### src/rtl/path_normalizer_core_assert.svh
// Assertion macros shared by the path normalizer RTL.
// Each macro expects clk and rst_n in scope and ends its own statement.
`ifndef PATH_NORMALIZER_CORE_ASSERT_SVH
`define PATH_NORMALIZER_CORE_ASSERT_SVH

// The condition holds at every clock edge outside reset.
`define PN_ASSERT_ALWAYS(label, cond, msg) \
    label: assert property (@(posedge clk) disable iff (!rst_n) (cond)) \
        else $error(msg);

// When the antecedent holds, the consequent holds in the same cycle.
`define PN_ASSERT_IMP(label, ante, cons, msg) \
    label: assert property (@(posedge clk) disable iff (!rst_n) (ante) |-> (cons)) \
        else $error(msg);

// When the antecedent holds, the consequent holds in the next cycle.
`define PN_ASSERT_NEXT(label, ante, cons, msg) \
    label: assert property (@(posedge clk) disable iff (!rst_n) (ante) |=> (cons)) \
        else $error(msg);

`endif

### src/rtl/pn_pkg.sv
// ----------------------------------------------------------------------------
// pn_pkg
// Constants and codes shared by the path normalizer, its channels and its core.
// ----------------------------------------------------------------------------
package pn_pkg;

    localparam int PATH_MAX = 256;
    localparam int NAME_MAX = 64;
    localparam int COMP_MAX = 32;

    localparam int CH_W    = 8;
    localparam int LEN_W   = 8;
    localparam int ADDR_W  = $clog2(PATH_MAX);
    localparam int POS_W   = ADDR_W + 1;
    localparam int PB_W    = $clog2(PATH_MAX + 1);
    localparam int CLEN_W  = $clog2(NAME_MAX);
    localparam int STK_AW  = $clog2(COMP_MAX);
    localparam int DEPTH_W = $clog2(COMP_MAX + 1);
    localparam int CNT_W   = $clog2(COMP_MAX + 2);

    localparam logic [CH_W-1:0] CH_NUL   = 8'h00;
    localparam logic [CH_W-1:0] CH_SLASH = 8'h2F;
    localparam logic [CH_W-1:0] CH_DOT   = 8'h2E;

    localparam logic MODE_FEED = 1'b0;
    localparam logic MODE_READ = 1'b1;
    localparam logic PART_BASE = 1'b0;
    localparam logic PART_REQ  = 1'b1;

    localparam logic [1:0] ST_OK       = 2'd0;
    localparam logic [1:0] ST_EMPTY    = 2'd1;
    localparam logic [1:0] ST_BASE_REL = 2'd2;
    localparam logic [1:0] ST_TOO_LONG = 2'd3;

    localparam logic [1:0] PE_NONE  = 2'd0;
    localparam logic [1:0] PE_EMPTY = 2'd1;
    localparam logic [1:0] PE_LONG  = 2'd3;

    localparam logic [1:0] DP_NONE  = 2'd0;
    localparam logic [1:0] DP_ONE   = 2'd1;
    localparam logic [1:0] DP_TWO   = 2'd2;
    localparam logic [1:0] DP_OTHER = 2'd3;

endpackage

### src/rtl/pn_ifs.sv
// ----------------------------------------------------------------------------
// pn_ifs
// Valid/ready channels of the path normalizer: command items and result items.
// ----------------------------------------------------------------------------
interface pn_cmd_if import pn_pkg::*; ();

    logic              valid;
    logic              ready;
    logic              mode;
    logic              part;
    logic [CH_W-1:0]   ch;
    logic [ADDR_W-1:0] index;

    modport source (output valid, output mode, output part, output ch, output index,
                    input ready);
    modport sink (input valid, input mode, input part, input ch, input index,
                  output ready);

endinterface

interface pn_res_if import pn_pkg::*; ();

    logic             valid;
    logic             ready;
    logic [1:0]       status;
    logic [LEN_W-1:0] length;
    logic [LEN_W-1:0] leaf_start;
    logic [CH_W-1:0]  byte_out;

    modport source (output valid, output status, output length, output leaf_start,
                    output byte_out, input ready);
    modport sink (input valid, input status, input length, input leaf_start,
                  input byte_out, output ready);

endinterface

### src/rtl/path_normalizer_core.sv
// ----------------------------------------------------------------------------
// path_normalizer_core
// Canonical absolute path builder with a byte store and a component stack.
// ----------------------------------------------------------------------------
// The cmd channel carries one item per path byte (mode feed) or per store
// read (mode read). A base path and then a request path arrive as zero
// terminated byte runs; the request terminator and every read item each give
// one item on the res channel. Other items give none.
// Every accepted item updates the path state in the cycle it is accepted, so
// the block takes one item per clock as long as res is drained. A result
// passes the result stage, which holds the synchronous read of the 256 x 8
// byte store, and then the output register. The store has one write port and
// one read port, and at most one byte is written per item, which sets the
// one item per cycle rate.
// The component stack memory is read every cycle at the entry below the new
// top, so a parent reference pops with the new top already registered.
// When res stalls, a result stage and the output register hold two results;
// cmd.ready falls only while both are full and res.ready is low.
// After reset the path is the root "/", length 1, leaf offset 1. The store
// needs no clearing pass: byte zero is never written and always reads back as
// the slash; every other byte below the length is written before it is read.
// ----------------------------------------------------------------------------
`include "path_normalizer_core_assert.svh"

module path_normalizer_core import pn_pkg::*; (
    input  logic     clk,
    input  logic     rst_n,
    pn_cmd_if.sink   cmd,
    pn_res_if.source res
);

    logic [CH_W-1:0]    store_mem [PATH_MAX];
    logic [LEN_W-1:0]   stk_mem [COMP_MAX];

    logic [LEN_W-1:0]   len_reg, len_next;
    logic [DEPTH_W-1:0] depth_reg, depth_next;
    logic [LEN_W-1:0]   top_reg, top_next;
    logic [LEN_W-1:0]   below_reg;
    logic [CLEN_W-1:0]  clen_reg, clen_next;
    logic [1:0]         dots_reg, dots_next;
    logic [CNT_W-1:0]   cnt_reg, cnt_next;
    logic [PB_W-1:0]    pbytes_reg, pbytes_next;
    logic               nerr_reg, nerr_next;
    logic [1:0]         perr_reg, perr_next;
    logic               bbad_reg, bbad_next;
    logic               start_reg, start_next;
    logic               inreq_reg, inreq_next;

    logic               s1_valid_reg, s1_valid_next;
    logic               o_valid_reg, o_valid_next;
    logic [1:0]         s1_status_reg;
    logic [LEN_W-1:0]   s1_len_reg;
    logic [LEN_W-1:0]   s1_leaf_reg;
    logic               s1_read_reg;
    logic               s1_root_reg;
    logic               s1_hit_reg;
    logic [CH_W-1:0]    rd_data_reg;
    logic [1:0]         o_status_reg;
    logic [LEN_W-1:0]   o_len_reg;
    logic [LEN_W-1:0]   o_leaf_reg;
    logic [CH_W-1:0]    o_byte_reg;

    logic               accept;
    logic               feed;
    logic               rd_en;
    logic               s1_move;
    logic               produce;
    logic               fin;
    logic               term_res;
    logic [1:0]         res_status;
    logic [LEN_W-1:0]   res_len;
    logic [LEN_W-1:0]   res_leaf;
    logic [CLEN_W-1:0]  comp_len;
    logic [1:0]         comp_pat;
    logic [POS_W-1:0]   nstart;
    logic [POS_W-1:0]   pos;
    logic [DEPTH_W-1:0] below_idx;
    logic               mem_we;
    logic [ADDR_W-1:0]  mem_waddr;
    logic [CH_W-1:0]    mem_wdata;
    logic               stk_we;
    logic [STK_AW-1:0]  stk_waddr;
    logic [LEN_W-1:0]   stk_wdata;
    logic [CH_W-1:0]    byte_sel;

    assign s1_move   = s1_valid_reg && (!o_valid_reg || res.ready);
    assign cmd.ready = !s1_valid_reg || !o_valid_reg || res.ready;
    assign accept    = cmd.valid && cmd.ready;
    assign feed      = accept && (cmd.mode == MODE_FEED);
    assign rd_en     = accept && (cmd.mode == MODE_READ);
    assign produce   = rd_en || term_res;
    assign below_idx = depth_next - DEPTH_W'(2);

    always_comb
    begin
        len_next    = len_reg;
        depth_next  = depth_reg;
        top_next    = top_reg;
        clen_next   = clen_reg;
        dots_next   = dots_reg;
        cnt_next    = cnt_reg;
        pbytes_next = pbytes_reg;
        nerr_next   = nerr_reg;
        perr_next   = perr_reg;
        bbad_next   = bbad_reg;
        start_next  = start_reg;
        inreq_next  = inreq_reg;
        fin         = 1'b0;
        term_res    = 1'b0;
        res_status  = ST_OK;
        comp_len    = '0;
        comp_pat    = DP_NONE;
        nstart      = '0;
        pos         = '0;
        mem_we      = 1'b0;
        mem_waddr   = '0;
        mem_wdata   = '0;
        stk_we      = 1'b0;
        stk_waddr   = '0;
        stk_wdata   = '0;

        if (feed)
        begin
            // First byte of a part: pick the part and possibly restart at the root.
            if (start_next)
            begin
                start_next = 1'b0;
                inreq_next = cmd.part;
                perr_next  = PE_NONE;
                if (cmd.part == PART_BASE)
                begin
                    len_next   = LEN_W'(1);
                    depth_next = '0;
                    cnt_next   = '0;
                    clen_next  = '0;
                    dots_next  = DP_NONE;
                    nerr_next  = 1'b0;
                    bbad_next  = (cmd.ch != CH_SLASH);
                end
                else
                begin
                    pbytes_next = '0;
                    if (cmd.ch == CH_NUL)
                    begin
                        perr_next = PE_EMPTY;
                    end
                    else if (cmd.ch == CH_SLASH)
                    begin
                        len_next   = LEN_W'(1);
                        depth_next = '0;
                        cnt_next   = '0;
                        clen_next  = '0;
                        dots_next  = DP_NONE;
                        nerr_next  = 1'b0;
                        bbad_next  = 1'b0;
                    end
                end
            end

            fin = (cmd.ch == CH_NUL) || ((cmd.ch == CH_SLASH) && !nerr_next);

            if (fin)
            begin
                comp_len  = clen_next;
                comp_pat  = dots_next;
                clen_next = '0;
                dots_next = DP_NONE;
                if ((comp_len != '0) && !nerr_next)
                begin
                    if (cnt_next <= CNT_W'(COMP_MAX))
                    begin
                        cnt_next = cnt_next + CNT_W'(1);
                    end
                    if (cnt_next > CNT_W'(COMP_MAX))
                    begin
                        nerr_next = 1'b1;
                    end
                    else if (comp_pat == DP_TWO)
                    begin
                        // A parent reference pops one component, never past the root.
                        if (depth_next != '0)
                        begin
                            len_next = (top_next > LEN_W'(1)) ? top_next - LEN_W'(1)
                                                              : LEN_W'(1);
                            if (depth_next > DEPTH_W'(1))
                            begin
                                top_next = below_reg;
                            end
                            depth_next = depth_next - DEPTH_W'(1);
                        end
                    end
                    else if (comp_pat != DP_ONE)
                    begin
                        nstart = (len_next > LEN_W'(1)) ? POS_W'(len_next) + POS_W'(1)
                                                        : POS_W'(len_next);
                        if ((len_next > LEN_W'(1)) &&
                            (POS_W'(len_next) + POS_W'(1) >= POS_W'(PATH_MAX)))
                        begin
                            nerr_next = 1'b1;
                        end
                        else if (nstart + POS_W'(comp_len) >= POS_W'(PATH_MAX))
                        begin
                            nerr_next = 1'b1;
                        end
                        else
                        begin
                            if (len_next > LEN_W'(1))
                            begin
                                mem_we    = 1'b1;
                                mem_waddr = ADDR_W'(len_next);
                                mem_wdata = CH_SLASH;
                            end
                            if (depth_next < DEPTH_W'(COMP_MAX))
                            begin
                                stk_we     = 1'b1;
                                stk_waddr  = depth_next[STK_AW-1:0];
                                stk_wdata  = LEN_W'(nstart);
                                top_next   = LEN_W'(nstart);
                                depth_next = depth_next + DEPTH_W'(1);
                            end
                            len_next = LEN_W'(nstart + POS_W'(comp_len));
                        end
                    end
                end
            end
            else if ((cmd.ch != CH_SLASH) && !nerr_next)
            begin
                if (clen_next == CLEN_W'(NAME_MAX - 1))
                begin
                    nerr_next = 1'b1;
                end
                else
                begin
                    nstart = (len_next > LEN_W'(1)) ? POS_W'(len_next) + POS_W'(1)
                                                    : POS_W'(len_next);
                    pos = nstart + POS_W'(clen_next);
                    if (pos < POS_W'(PATH_MAX))
                    begin
                        mem_we    = 1'b1;
                        mem_waddr = pos[ADDR_W-1:0];
                        mem_wdata = cmd.ch;
                    end
                    clen_next = clen_next + CLEN_W'(1);
                    if ((cmd.ch == CH_DOT) && ((dots_next == DP_NONE) || (dots_next == DP_ONE)))
                    begin
                        dots_next = dots_next + 2'd1;
                    end
                    else
                    begin
                        dots_next = DP_OTHER;
                    end
                end
            end

            if (cmd.ch != CH_NUL)
            begin
                if (inreq_next)
                begin
                    if (pbytes_next < PB_W'(PATH_MAX))
                    begin
                        pbytes_next = pbytes_next + PB_W'(1);
                    end
                    if ((pbytes_next >= PB_W'(PATH_MAX)) && (perr_next == PE_NONE))
                    begin
                        perr_next = PE_LONG;
                    end
                end
            end
            else
            begin
                start_next = 1'b1;
                if (inreq_next)
                begin
                    term_res = 1'b1;
                    if (perr_next == PE_EMPTY)
                    begin
                        res_status = ST_EMPTY;
                    end
                    else if (perr_next == PE_LONG)
                    begin
                        res_status = ST_TOO_LONG;
                    end
                    else if (bbad_next)
                    begin
                        res_status = ST_BASE_REL;
                    end
                    else if (nerr_next)
                    begin
                        res_status = ST_TOO_LONG;
                    end
                    if (res_status != ST_OK)
                    begin
                        len_next   = LEN_W'(1);
                        depth_next = '0;
                    end
                    bbad_next = 1'b0;
                    nerr_next = 1'b0;
                    perr_next = PE_NONE;
                    clen_next = '0;
                    dots_next = DP_NONE;
                    cnt_next  = CNT_W'(depth_next);
                end
            end
        end

        if (term_res)
        begin
            res_len  = len_next;
            res_leaf = (depth_next == '0) ? LEN_W'(1) : top_next;
        end
        else
        begin
            res_len  = len_reg;
            res_leaf = (depth_reg == '0) ? LEN_W'(1) : top_reg;
        end
    end

    assign s1_valid_next = produce || (s1_valid_reg && !s1_move);
    assign o_valid_next  = s1_move || (o_valid_reg && !res.ready);

    always_comb
    begin
        if (!s1_read_reg)
        begin
            byte_sel = CH_NUL;
        end
        else if (s1_root_reg)
        begin
            byte_sel = CH_SLASH;
        end
        else if (s1_hit_reg)
        begin
            byte_sel = rd_data_reg;
        end
        else
        begin
            byte_sel = CH_NUL;
        end
    end

    always_ff @(posedge clk or negedge rst_n)
    begin
        if (!rst_n)
        begin
            len_reg      <= LEN_W'(1);
            depth_reg    <= '0;
            top_reg      <= LEN_W'(1);
            clen_reg     <= '0;
            dots_reg     <= DP_NONE;
            cnt_reg      <= '0;
            pbytes_reg   <= '0;
            nerr_reg     <= 1'b0;
            perr_reg     <= PE_NONE;
            bbad_reg     <= 1'b0;
            start_reg    <= 1'b1;
            inreq_reg    <= 1'b0;
            s1_valid_reg <= 1'b0;
            o_valid_reg  <= 1'b0;
        end
        else
        begin
            len_reg      <= len_next;
            depth_reg    <= depth_next;
            top_reg      <= top_next;
            clen_reg     <= clen_next;
            dots_reg     <= dots_next;
            cnt_reg      <= cnt_next;
            pbytes_reg   <= pbytes_next;
            nerr_reg     <= nerr_next;
            perr_reg     <= perr_next;
            bbad_reg     <= bbad_next;
            start_reg    <= start_next;
            inreq_reg    <= inreq_next;
            s1_valid_reg <= s1_valid_next;
            o_valid_reg  <= o_valid_next;
        end
    end

    always_ff @(posedge clk)
    begin
        if (produce)
        begin
            s1_status_reg <= rd_en ? ST_OK : res_status;
            s1_len_reg    <= res_len;
            s1_leaf_reg   <= res_leaf;
            s1_read_reg   <= rd_en;
            s1_root_reg   <= (cmd.index == '0);
            s1_hit_reg    <= (LEN_W'(cmd.index) < len_reg);
        end
        if (s1_move)
        begin
            o_status_reg <= s1_status_reg;
            o_len_reg    <= s1_len_reg;
            o_leaf_reg   <= s1_leaf_reg;
            o_byte_reg   <= byte_sel;
        end
    end

    always_ff @(posedge clk)
    begin
        if (mem_we)
        begin
            store_mem[mem_waddr] <= mem_wdata;
        end
        if (rd_en)
        begin
            rd_data_reg <= store_mem[cmd.index];
        end
    end

    // The read address is one below the new top, so it never meets the push address.
    always_ff @(posedge clk)
    begin
        if (stk_we)
        begin
            stk_mem[stk_waddr] <= stk_wdata;
        end
        below_reg <= stk_mem[below_idx[STK_AW-1:0]];
    end

    assign res.valid      = o_valid_reg;
    assign res.status     = o_status_reg;
    assign res.length     = o_len_reg;
    assign res.leaf_start = o_leaf_reg;
    assign res.byte_out   = o_byte_reg;

    `PN_ASSERT_ALWAYS(a_len_nonzero, len_reg != '0, "Path length dropped to zero.")
    `PN_ASSERT_ALWAYS(a_depth_bound, depth_reg <= DEPTH_W'(COMP_MAX), "Stack depth overran.")
    `PN_ASSERT_IMP(a_no_root_write, mem_we, mem_waddr != '0, "Store write hit the root byte.")
    `PN_ASSERT_NEXT(a_s1_hold, s1_valid_reg && !s1_move, s1_valid_reg, "Stalled result lost.")

endmodule

### src/flat_wrapper.sv
// flat-port wrapper written by rule: the top's interface ports become plain ports
module path_normalizer_core_flat import pn_pkg::*;
  (clk, rst_n, cmd_valid, cmd_mode, cmd_part, cmd_ch, cmd_index, cmd_ready, res_valid, res_status, res_length, res_leaf_start, res_byte_out, res_ready);
  pn_cmd_if cmd_i ();
  pn_res_if res_i ();
  input  logic clk;
  input  logic rst_n;
  input wire logic [$bits(cmd_i.valid)-1:0] cmd_valid;
  input wire logic [$bits(cmd_i.mode)-1:0] cmd_mode;
  input wire logic [$bits(cmd_i.part)-1:0] cmd_part;
  input wire logic [$bits(cmd_i.ch)-1:0] cmd_ch;
  input wire logic [$bits(cmd_i.index)-1:0] cmd_index;
  output wire logic [$bits(cmd_i.ready)-1:0] cmd_ready;
  output wire logic [$bits(res_i.valid)-1:0] res_valid;
  output wire logic [$bits(res_i.status)-1:0] res_status;
  output wire logic [$bits(res_i.length)-1:0] res_length;
  output wire logic [$bits(res_i.leaf_start)-1:0] res_leaf_start;
  output wire logic [$bits(res_i.byte_out)-1:0] res_byte_out;
  input wire logic [$bits(res_i.ready)-1:0] res_ready;
  assign cmd_i.valid = cmd_valid;
  assign cmd_i.mode = cmd_mode;
  assign cmd_i.part = cmd_part;
  assign cmd_i.ch = cmd_ch;
  assign cmd_i.index = cmd_index;
  assign cmd_ready = cmd_i.ready;
  assign res_valid = res_i.valid;
  assign res_status = res_i.status;
  assign res_length = res_i.length;
  assign res_leaf_start = res_i.leaf_start;
  assign res_byte_out = res_i.byte_out;
  assign res_i.ready = res_ready;
  path_normalizer_core u_core (.clk(clk), .rst_n(rst_n), .cmd(cmd_i), .res(res_i));
endmodule
### config.mk
export PLATFORM = sky130hd
export DESIGN_NAME = path_normalizer_core_flat
export DESIGN_NICKNAME = d
export VERILOG_FILES = /design/src/rtl/pn_pkg.sv /design/src/rtl/pn_ifs.sv /design/src/rtl/path_normalizer_core.sv /design/src/flat_wrapper.sv
export VERILOG_INCLUDE_DIRS = /design/src /design/src/rtl
export SDC_FILE = /design/constraint.sdc
export NUM_CORES = 2
export LEC_CHECK = 0
export BUFFER_PORTS_ARGS = -buffer_cell sky130_fd_sc_hd__buf_2
export CORE_MARGIN = 1.5
export CORE_UTILIZATION = 35
export CTS_BUF_LIST = sky130_fd_sc_hd__clkbuf_2 sky130_fd_sc_hd__clkbuf_4 sky130_fd_sc_hd__clkbuf_8
export CTS_CLUSTER_SIZE = 30
export DETAILED_ROUTE_END_ITERATION = 6
export GPL_TIMING_DRIVEN = 0
export PLACE_DENSITY = 0.54
export SYNTH_ARGS = -nofsm -noshare
export SYNTH_HDL_FRONTEND = slang
export SYNTH_SLANG_ARGS = --single-unit
### constraint.sdc
create_clock -name clk -period 15.6 [get_ports clk]
set_clock_uncertainty 0.15 [all_clocks]
set_input_delay 0 -clock clk [delete_from_list [all_inputs] [get_ports clk]]
set_output_delay 0 -clock clk [all_outputs]
set_load 0.02 [all_outputs]
=== Word-level counts from Yosys, hierarchy flattened ===
Memories as Yosys holds them, arrays and structs flattened. A register that Yosys moved wholly into a read port is not among the register bits.
Cells that the tools add are included.

* Logic and storage cells: 309
* Input bits: 22
* Output and inout bits: 28
* Register bits after elaboration: 100
* Memories: 2
* Memory bits (writable): 2304

* Reductions and logical operators: 37
* $lt $le $gt $ge: 12
* Mux-type cells: 209
* Bitwise logic cells: 5
* Equality and inequality tests: 9
* Add/subtract/negate cells: 10

{| class="wikitable"
|+ Memory list
! name !! depth !! width !! rd ports !! clocked after memory_dff !! write ports !! line !! source
|-
| u_core.store_mem || 256 || 8 || 1 || 1 || 1 || path_normalizer_core.sv:32 || <nowiki>logic [CH_W-1:0] store_mem [PATH_MAX];</nowiki>
|-
| u_core.stk_mem || 32 || 8 || 1 || 1 || 1 || path_normalizer_core.sv:33 || <nowiki>logic [LEN_W-1:0] stk_mem [COMP_MAX];</nowiki>
|}

{| class="wikitable"
|+ Operators by type and width
! cell !! number
|-
| 8-bit 2-to-1 mux || 65
|-
| 6-bit 2-to-1 mux || 44
|-
| 9-bit 2-to-1 mux || 10
|-
| 1-bit 2-to-1 mux || 56
|-
| 2-bit 2-to-1 mux || 25
|-
| 5-bit 2-to-1 mux || 9
|-
| 9-bit greater-or-equal comparator (second input constant) || 3
|-
| 6-bit by 1-bit adder with 6-bit output (second input constant) || 3
|-
| 9-bit less-than comparator (second input constant) || 2
|-
| 8-bit by 6-bit equality test with 1-bit output (second input constant) || 2
|-
| 8-bit by 1-bit > comparator with 1-bit output (second input constant) || 2
|-
| 8-bit logical NOT || 2
|-
| 1-bit logical AND || 12
|-
| 6-bit logical NOT || 2
|-
| 6-bit nonzero test || 2
|-
| 8-bit by 1-bit adder with 9-bit output (second input constant) || 1
|-
| 9-bit by 1-bit adder with 9-bit output (second input constant) || 1
|-
| 9-bit by 6-bit adder with 9-bit output || 1
|-
| 1-bit logical OR || 8
|-
| 8-bit less-than comparator || 1
|-
| 8-bit by 6-bit != test with 1-bit output (second input constant) || 1
|-
| 8-bit nonzero test || 1
|-
| 8-bit by 1-bit subtractor with 8-bit output (second input constant) || 1
|-
| 6-bit equality test (second input constant) || 1
|-
| other kinds (16) || 27
|}

=== Logic depth before layout (Yosys ltp) ===
* Word-level depth: 33
* Gate-level depth with buffers: 30
* Depth with buffers taken out: 26

=== Worst setup path before layout ===
OpenSTA, ideal clock, no wires.

* Path type: reg-to-reg
* Start point: reg u_core.start_reg
* End point: mem u_core.store_mem[0][0] (data pin)
* Required time: 13875 ps
* Stages on the path, launching flop included: 21
* Data arrival time: 11283 ps
* Path slack: 2592 ps
* Buffers on the path: 3
* Path through: dfstp_2 clkbuf_1 inv_1 nor2_1 buf_2 buf_2 nor2_1 ha_1 o21ai_1 ha_1 ha_1 inv_1 fa_1 nor2b_1 o31ai_1 a221oi_4 a21oi_2 nor2_1 nor2_1 a32oi_1 a21oi_1

* Longest elaborated chain between the ends: 14
* Elaborated cells between the ends (all ways): 46
* Those cells by class: 3 x add/sub; 6 x order compare; 3 x eq/ne; 27 x mux; 7 x reduce/logical

{| class="wikitable"
|+ RTL lines
! item !! line !! source
|-
| start: declaration || path_normalizer_core.sv:46 || <nowiki>logic start_reg, start_next;</nowiki>
|-
| start signal: assignment || path_normalizer_core.sv:372 || <nowiki>start_reg <= start_next;</nowiki>
|-
| 8-bit 2-to-1 mux || path_normalizer_core.sv:125 || <nowiki>if (start_next)</nowiki>
|-
| 8-bit 2-to-1 mux || path_normalizer_core.sv:122 || <nowiki>if (feed)</nowiki>
|-
| 8-bit by 1-bit adder with 9-bit output / 8-bit by 1-bit > comparator with 1-bit output (equally long branches) || - ||
|-
| 9-bit 2-to-1 mux || path_normalizer_core.sv:194, path_normalizer_core.sv:234 ||
|-
| 9-bit by 6-bit adder with 9-bit output || path_normalizer_core.sv:201, path_normalizer_core.sv:236 ||
|-
| 9-bit greater-or-equal comparator || path_normalizer_core.sv:201 || <nowiki>else if (nstart + POS_W'(comp_len) >= POS_W'(PATH_MAX))</nowiki>
|-
| 8-bit 2-to-1 mux || path_normalizer_core.sv:201 ||
|-
| 8-bit 2-to-1 mux || path_normalizer_core.sv:196 || <nowiki>if ((len_next > LEN_W'(1)) &&</nowiki>
|-
| 8-bit 2-to-1 mux || path_normalizer_core.sv:192 || <nowiki>else if (comp_pat != DP_ONE)</nowiki>
|-
| 8-bit 2-to-1 mux || path_normalizer_core.sv:178 || <nowiki>else if (comp_pat == DP_TWO)</nowiki>
|-
| 8-bit 2-to-1 mux || path_normalizer_core.sv:174 || <nowiki>if (cnt_next > CNT_W'(COMP_MAX))</nowiki>
|-
| 8-bit 2-to-1 mux || path_normalizer_core.sv:168 || <nowiki>if ((comp_len != '0) && !nerr_next)</nowiki>
|-
| 8-bit 2-to-1 mux (*) || path_normalizer_core.sv:162 || <nowiki>if (fin)</nowiki>
|-
| 8-bit 2-to-1 mux (*) || path_normalizer_core.sv:122 ||
|-
| via u_core.mem_wdata[0] || path_normalizer_core.sv:80 || <nowiki>logic [CH_W-1:0] mem_wdata;</nowiki>
|-
| end: declaration || path_normalizer_core.sv:32 ||
|}

Mark *: on every way through the listed nets, which the timed path passes. The rest lies on a longest branch. The select of a mux whose other input is x is not followed.

=== Worst setup path after layout ===
* Start point: reg u_core.start_reg
* End point: mem u_core.store_mem[226][0] (enable)

* Longest elaborated chain between the ends: 16
* Elaborated cells between the ends (all ways): 60
* Those cells by class: 3 x add/sub; 6 x order compare; 3 x eq/ne; 41 x mux; 7 x reduce/logical

{| class="wikitable"
|+ RTL lines
! item !! line !! source
|-
| 8-bit 2-to-1 mux || path_normalizer_core.sv:125 ||
|-
| 8-bit 2-to-1 mux || path_normalizer_core.sv:122 ||
|-
| 8-bit by 1-bit adder with 9-bit output / 8-bit by 1-bit > comparator with 1-bit output (equally long branches) || - ||
|-
| 9-bit 2-to-1 mux || path_normalizer_core.sv:194, path_normalizer_core.sv:234 ||
|-
| 9-bit by 6-bit adder with 9-bit output || path_normalizer_core.sv:201, path_normalizer_core.sv:236 ||
|-
| 9-bit greater-or-equal comparator || path_normalizer_core.sv:201 ||
|-
| 1-bit 2-to-1 mux || path_normalizer_core.sv:201 ||
|-
| 1-bit 2-to-1 mux || path_normalizer_core.sv:196 ||
|-
| 1-bit 2-to-1 mux || path_normalizer_core.sv:192 ||
|-
| 1-bit 2-to-1 mux || path_normalizer_core.sv:178 ||
|-
| 1-bit 2-to-1 mux || path_normalizer_core.sv:174 ||
|-
| 1-bit 2-to-1 mux || path_normalizer_core.sv:168 ||
|-
| 1-bit 2-to-1 mux || path_normalizer_core.sv:162 ||
|-
| 1-bit 2-to-1 mux || path_normalizer_core.sv:122 ||
|-
| 1-bit 2-to-1 mux || path_normalizer_core.sv:401 || <nowiki>if (mem_we)</nowiki>
|-
| 1-bit 2-to-1 mux (not written as such) || path_normalizer_core.sv:403 || <nowiki>store_mem[mem_waddr] <= mem_wdata;</nowiki>
|}

Several ways; a longest one is shown, not always the timed one. The select of a mux whose other input is x is not followed.

==> flow_results.org <==
** Outcome
- The flow ran to the end, and the final reports show no timing, DRC or antenna violations.

** Setup path
- Worst R2R Setup Slack :: 5.30 ns
- Slowest cell on the critical path :: sky130_fd_sc_hd__nor2b_1
- Capture instance of the worst register-to-register path :: u_core.store_mem[226][0]
- Critical Path End Type :: register
- In this run the critical register-to-register path is launched from u_core.start_reg.
- Biggest cell delay along the critical path :: 1.07 ns
- STA puts the critical path data required time at 16.17 ns.
- Of all nets on the critical path, the largest fanout is 10.
- Measured in cells, the most critical reg-to-reg path has a length of 21.
- CP startpoint kind :: register
- For the worst setup path, the data arrival time is 10.87 ns.
- Worst setup startpoint :: u_core.start_reg
- The setup path with the least slack is of type register to register.
- Most prevalent standard cell on the critical path :: sky130_fd_sc_hd__clkbuf_1
- Ordered list of cells on the worst path :: clkbuf_1 -> nand2_1 -> buf_2 -> buf_1 -> buf_1 -> clkbuf_1 -> clkbuf_1 -> and2_1 -> ha_1 -> nor2b_1 -> o31ai_1 -> a221oi_4 -> a21oi_2 -> nor2_1 -> or2_2 -> a21oi_1 -> a2bb2oi_1 -> nor2b_1 -> nand2_1 -> clkbuf_1 -> nor2_1

** Die
- Core Region :: 274600 um^2
- Placement Rows :: between 150 and 200
- For this design the top-level I/O count stands at 50.
- Width of the die :: 529.2 um
- Die Span Y :: between 500 and 600 um
- The floorplan step defined a die boundary enclosing 280000 um^2.
- For this configuration, the core starts out at a cell density of 0.3529.

** Drt
- Met3 Wirelength :: 24460 um
- Detailed-route DRC error count :: 0
- Once detail routing completed, the nets flagged for antenna violations numbered 0.
- In the final routed layout, each cell accounts on average for 32.27 um.
- Top Metal Used :: met5
- Vias :: 53030
- Detailed-routed wire length on met2 :: 143200 um
- The detailed router finished its first iteration with 6465 violations.
- The first detailed-routing pass ran for 6 iterations.
- For this block, the routed nets add up to 303900 um of wire.
- Via-per-instance ratio :: around 5.6
- For this block, wires on met1 add up to 124600 um.

** Clock tree
- Latest clock arrival within the worst-skew pair :: 1.12 ns
- # clock sinks :: 2420
- The root buffer cell chosen for the clock tree is sky130_fd_sc_hd__clkbuf_8.
- Buffers from clock root to sink, at most :: 4
- TritonCTS built the clock tree.
- Clock-pin slew reported for the worst setup and hold paths after clock tree synthesis :: 0.07 ns
- The number of clock buffers added by TritonCTS is about 410.
- In this run the number of H-tree levels came out at 5.

** Timing
- Final Hold Fails :: 0
- Final sum of negative setup slack :: 0 ns
- RSZ-0062 raised after global routing :: no
- Dividing the final minimum period by the clock period gives 0.6601.
- The max-slew violation total from the final report is 0.
- Transition time at the pin with the least slew margin :: ~1.5 ns
- Post-layout minimum cycle time :: 10.30 ns
- Setup violations remaining at the end of the flow were counted as 0.
- Worst-case headroom to the max-slew limit :: 0.006564
- Timing would allow up to 97.11 MHz.
- Smallest hold slack :: 0.1087 ns

** Synth
- Seq cells post-synth :: 2420
- Top cells by area in the synthesized netlist :: sky130_fd_sc_hd__edfxtp_1, sky130_fd_sc_hd__mux4_2, sky130_fd_sc_hd__nor2_1
- In the synthesized netlist the dominant register cell turns out to be sky130_fd_sc_hd__edfxtp_1.
- Summing every instance area after synthesis gives 96890 um^2.
- Library cell with the largest summed area after synthesis :: sky130_fd_sc_hd__edfxtp_1
- Combinational family with the most area after synthesis :: multiplexers
- Of the post-synthesis cell area, the dominant cell type holds 0.7311.
- The number of different library cells used by synthesis comes to 95.
- Of the total synthesized cell area, the portion taken by XOR and XNOR cells is 0.001898.
- Syn Area/Cell :: 20.00 um^2
- The commonest cells after synthesis are sky130_fd_sc_hd__edfxtp_1, sky130_fd_sc_hd__mux4_2, sky130_fd_sc_hd__nor2_1.
- Library cell with the highest instance count after synthesis :: sky130_fd_sc_hd__edfxtp_1
- The Yosys step of the flow raised 0 warnings.
- Basic-gate share of the synthesized area counting and, or, nand and nor cells :: 0.03837
- Number of cells produced by synthesis :: 4844
- Of the total synthesized cell area, the portion taken by full adders, half adders and majority gates is 0.004468.
- Counting flops with an async set or reset pin after synthesis yields a share of 0.02190.
- Synth Area in Compound Gates :: 0.02935
- Counting every net in the synthesized netlist gives 4900.
- Counting flops with a built-in enable in the synthesized netlist gives 2359.
- Fraction of synthesized area in multiplexers :: 0.1658
- Proportion of synthesized chip area in sequential cells :: 0.7465

** Placement
- Detailed placement finished with a half-perimeter wire length of around 210000 um.
- The congestion estimate from routability-driven global placement came to 0.9249.
- Counting tap cells, the placed design contains a total of 8646 instances.
- After detailed placement, the total cell area comes to 103300 um^2.
- IO Port Bufs :: 48

** Power and ir drop
- For this design the ratio of total power to cell area is 133.0 nW/um^2.
- For this design the static power due to leakage is roughly 35 nW.
- Across the VDD grid, the largest voltage drop is between 0.1 and 0.15 mV.

** Run
- Count of max-cap constraint violations :: 0

** Global route
- The number of antenna violations at the first check in global routing was 17.
- Vias in the first global route :: 52150
- For this run, the total global-route usage over all layers was measured as 0.2147.
- Pin count of the biggest net entering global routing :: 88
- GRT Residual Overflow :: 0
- Wire length of the first global-routing pass :: 416100 um

** Min path
- Counting instances, the worst hold path has a depth of 5.
- Hold_sp :: res_ready
- Worst Hold End :: u_core.res.valid
- Path type of the worst min-delay path :: input pin to register

** Final layout
- Utilization after layout :: 0.4064
- Share of post-route cells with drive strength above 1 :: 0.2730
- From synthesis to final layout, the design area changed by 15.16%.
- The register with the most flip-flops in the layout has about 2000 of them.
- The layout has between 20000 and 25000 filler cells.
- Nets :: 5474
- Non-filler cells, final :: 9416
- The finished cells cover around 110000 um^2.
==> worst max-delay path: cells and delay by family (launching register included) <==
| family | cells | cell delay (ns) |
|---|---|---|
| fa+ha+maj | 1 | 0.26 |
| flops | 1 | 0.40 |
| compound gates | 5 | 1.97 |
| buf+inv | 7 | 3.61 |
| simple gates | 8 | 3.47 |
==> cell families after synthesis <==
family          count (synthesis)
flops                        2420
mux                           771
fa+ha+maj                      34
simple gates                  833
buf+inv                       342
xor+xnor                       21
compound gates                423
==> placed cells by master (no fill, tap or decap), types with 33 or more instances in the layout <==
cell type / count
sky130_fd_sc_hd__a211oi_1: 69
sky130_fd_sc_hd__a21oi_1: 61
sky130_fd_sc_hd__buf_1: 34
sky130_fd_sc_hd__buf_12: 36
sky130_fd_sc_hd__buf_2: 87
sky130_fd_sc_hd__clkbuf_1: 148
sky130_fd_sc_hd__clkbuf_2: 38
sky130_fd_sc_hd__clkbuf_4: 150
sky130_fd_sc_hd__clkbuf_8: 412
sky130_fd_sc_hd__clkinv_1: 86
sky130_fd_sc_hd__clkinv_2: 38
sky130_fd_sc_hd__dfrtp_1: 50
sky130_fd_sc_hd__dlygate4sd3_1: 50
sky130_fd_sc_hd__edfxtp_1: 2359
sky130_fd_sc_hd__ha_1: 33
sky130_fd_sc_hd__inv_1: 76
sky130_fd_sc_hd__mux2i_1: 87
sky130_fd_sc_hd__mux4_2: 665
sky130_fd_sc_hd__nand2_1: 213
sky130_fd_sc_hd__nand3_1: 55
sky130_fd_sc_hd__nor2_1: 383
sky130_fd_sc_hd__o21ai_0: 95
sky130_fd_sc_hd__o22ai_1: 42
==> how the worst max path moves through the flow <==
stage	end	slack [ns]	cells past startpoint
6_report	u_core.store_mem[226][0]	5.30	21
5_1_grt	u_core.store_mem[203][5]	5.05	23
4_1_cts	u_core.store_mem[226][0]	5.58	21
3_5_place_dp	u_core.store_mem[202][2]	5.62	20
3_3_place_gp	u_core.store_mem[238][0]	-7.89	17
2_1_floorplan	u_core.store_mem[0][0]	2.59	20
==> timing repair <==
item                      in CTS  in global routing
hold endpoints to repair    2121                  0
resized for setup              0                  0
buffers inserted               0                  0
hold buffers                  51                  0
==> cell type report <==
type	instances	area (um^2)	area share
Clock inverter	148	959.7	0.008601
Antenna cell	9	22.52	0.0002018
Buffer	265	1114	0.009980
Multi-Input combinational cell	2082	23340	0.2092
Timing Repair Buffer	167	2120	0.01900
Inverter	77	289.0	0.002590
Sequential cell	2420	72330	0.6482
Clock buffer	562	6797	0.06091
Tap cell	3686	4612	0.04133
==> through the flow <==
stage,worst slack [ns],power (W)
after global routing,5.050,0.01526
after floorplan,2.592,0.008505
after CTS,5.576,0.01490
after detailed placement,5.620,0.009416
after global placement,-7.893,0.009401
final,5.303,0.01484
==> where the power goes <==
part | switching, W | total (W) | internal (W)
logic | 0.00142 | 0.00205 | 0.000632
registers | 0.0000685 | 0.00728 | 0.00721
clock network | 0.00254 | 0.00552 | 0.00298
==> metal layers <==
metal | vias up | GRT usage
li1 | 21240 | -
met5 | - | 0
met1 | 28580 | 0.2937
met2 | 2696 | 0.3399
met3 | 510 | 0.04068
met4 | 6 | 0.08159
Note: power is estimated with default switching activity, not from simulation.
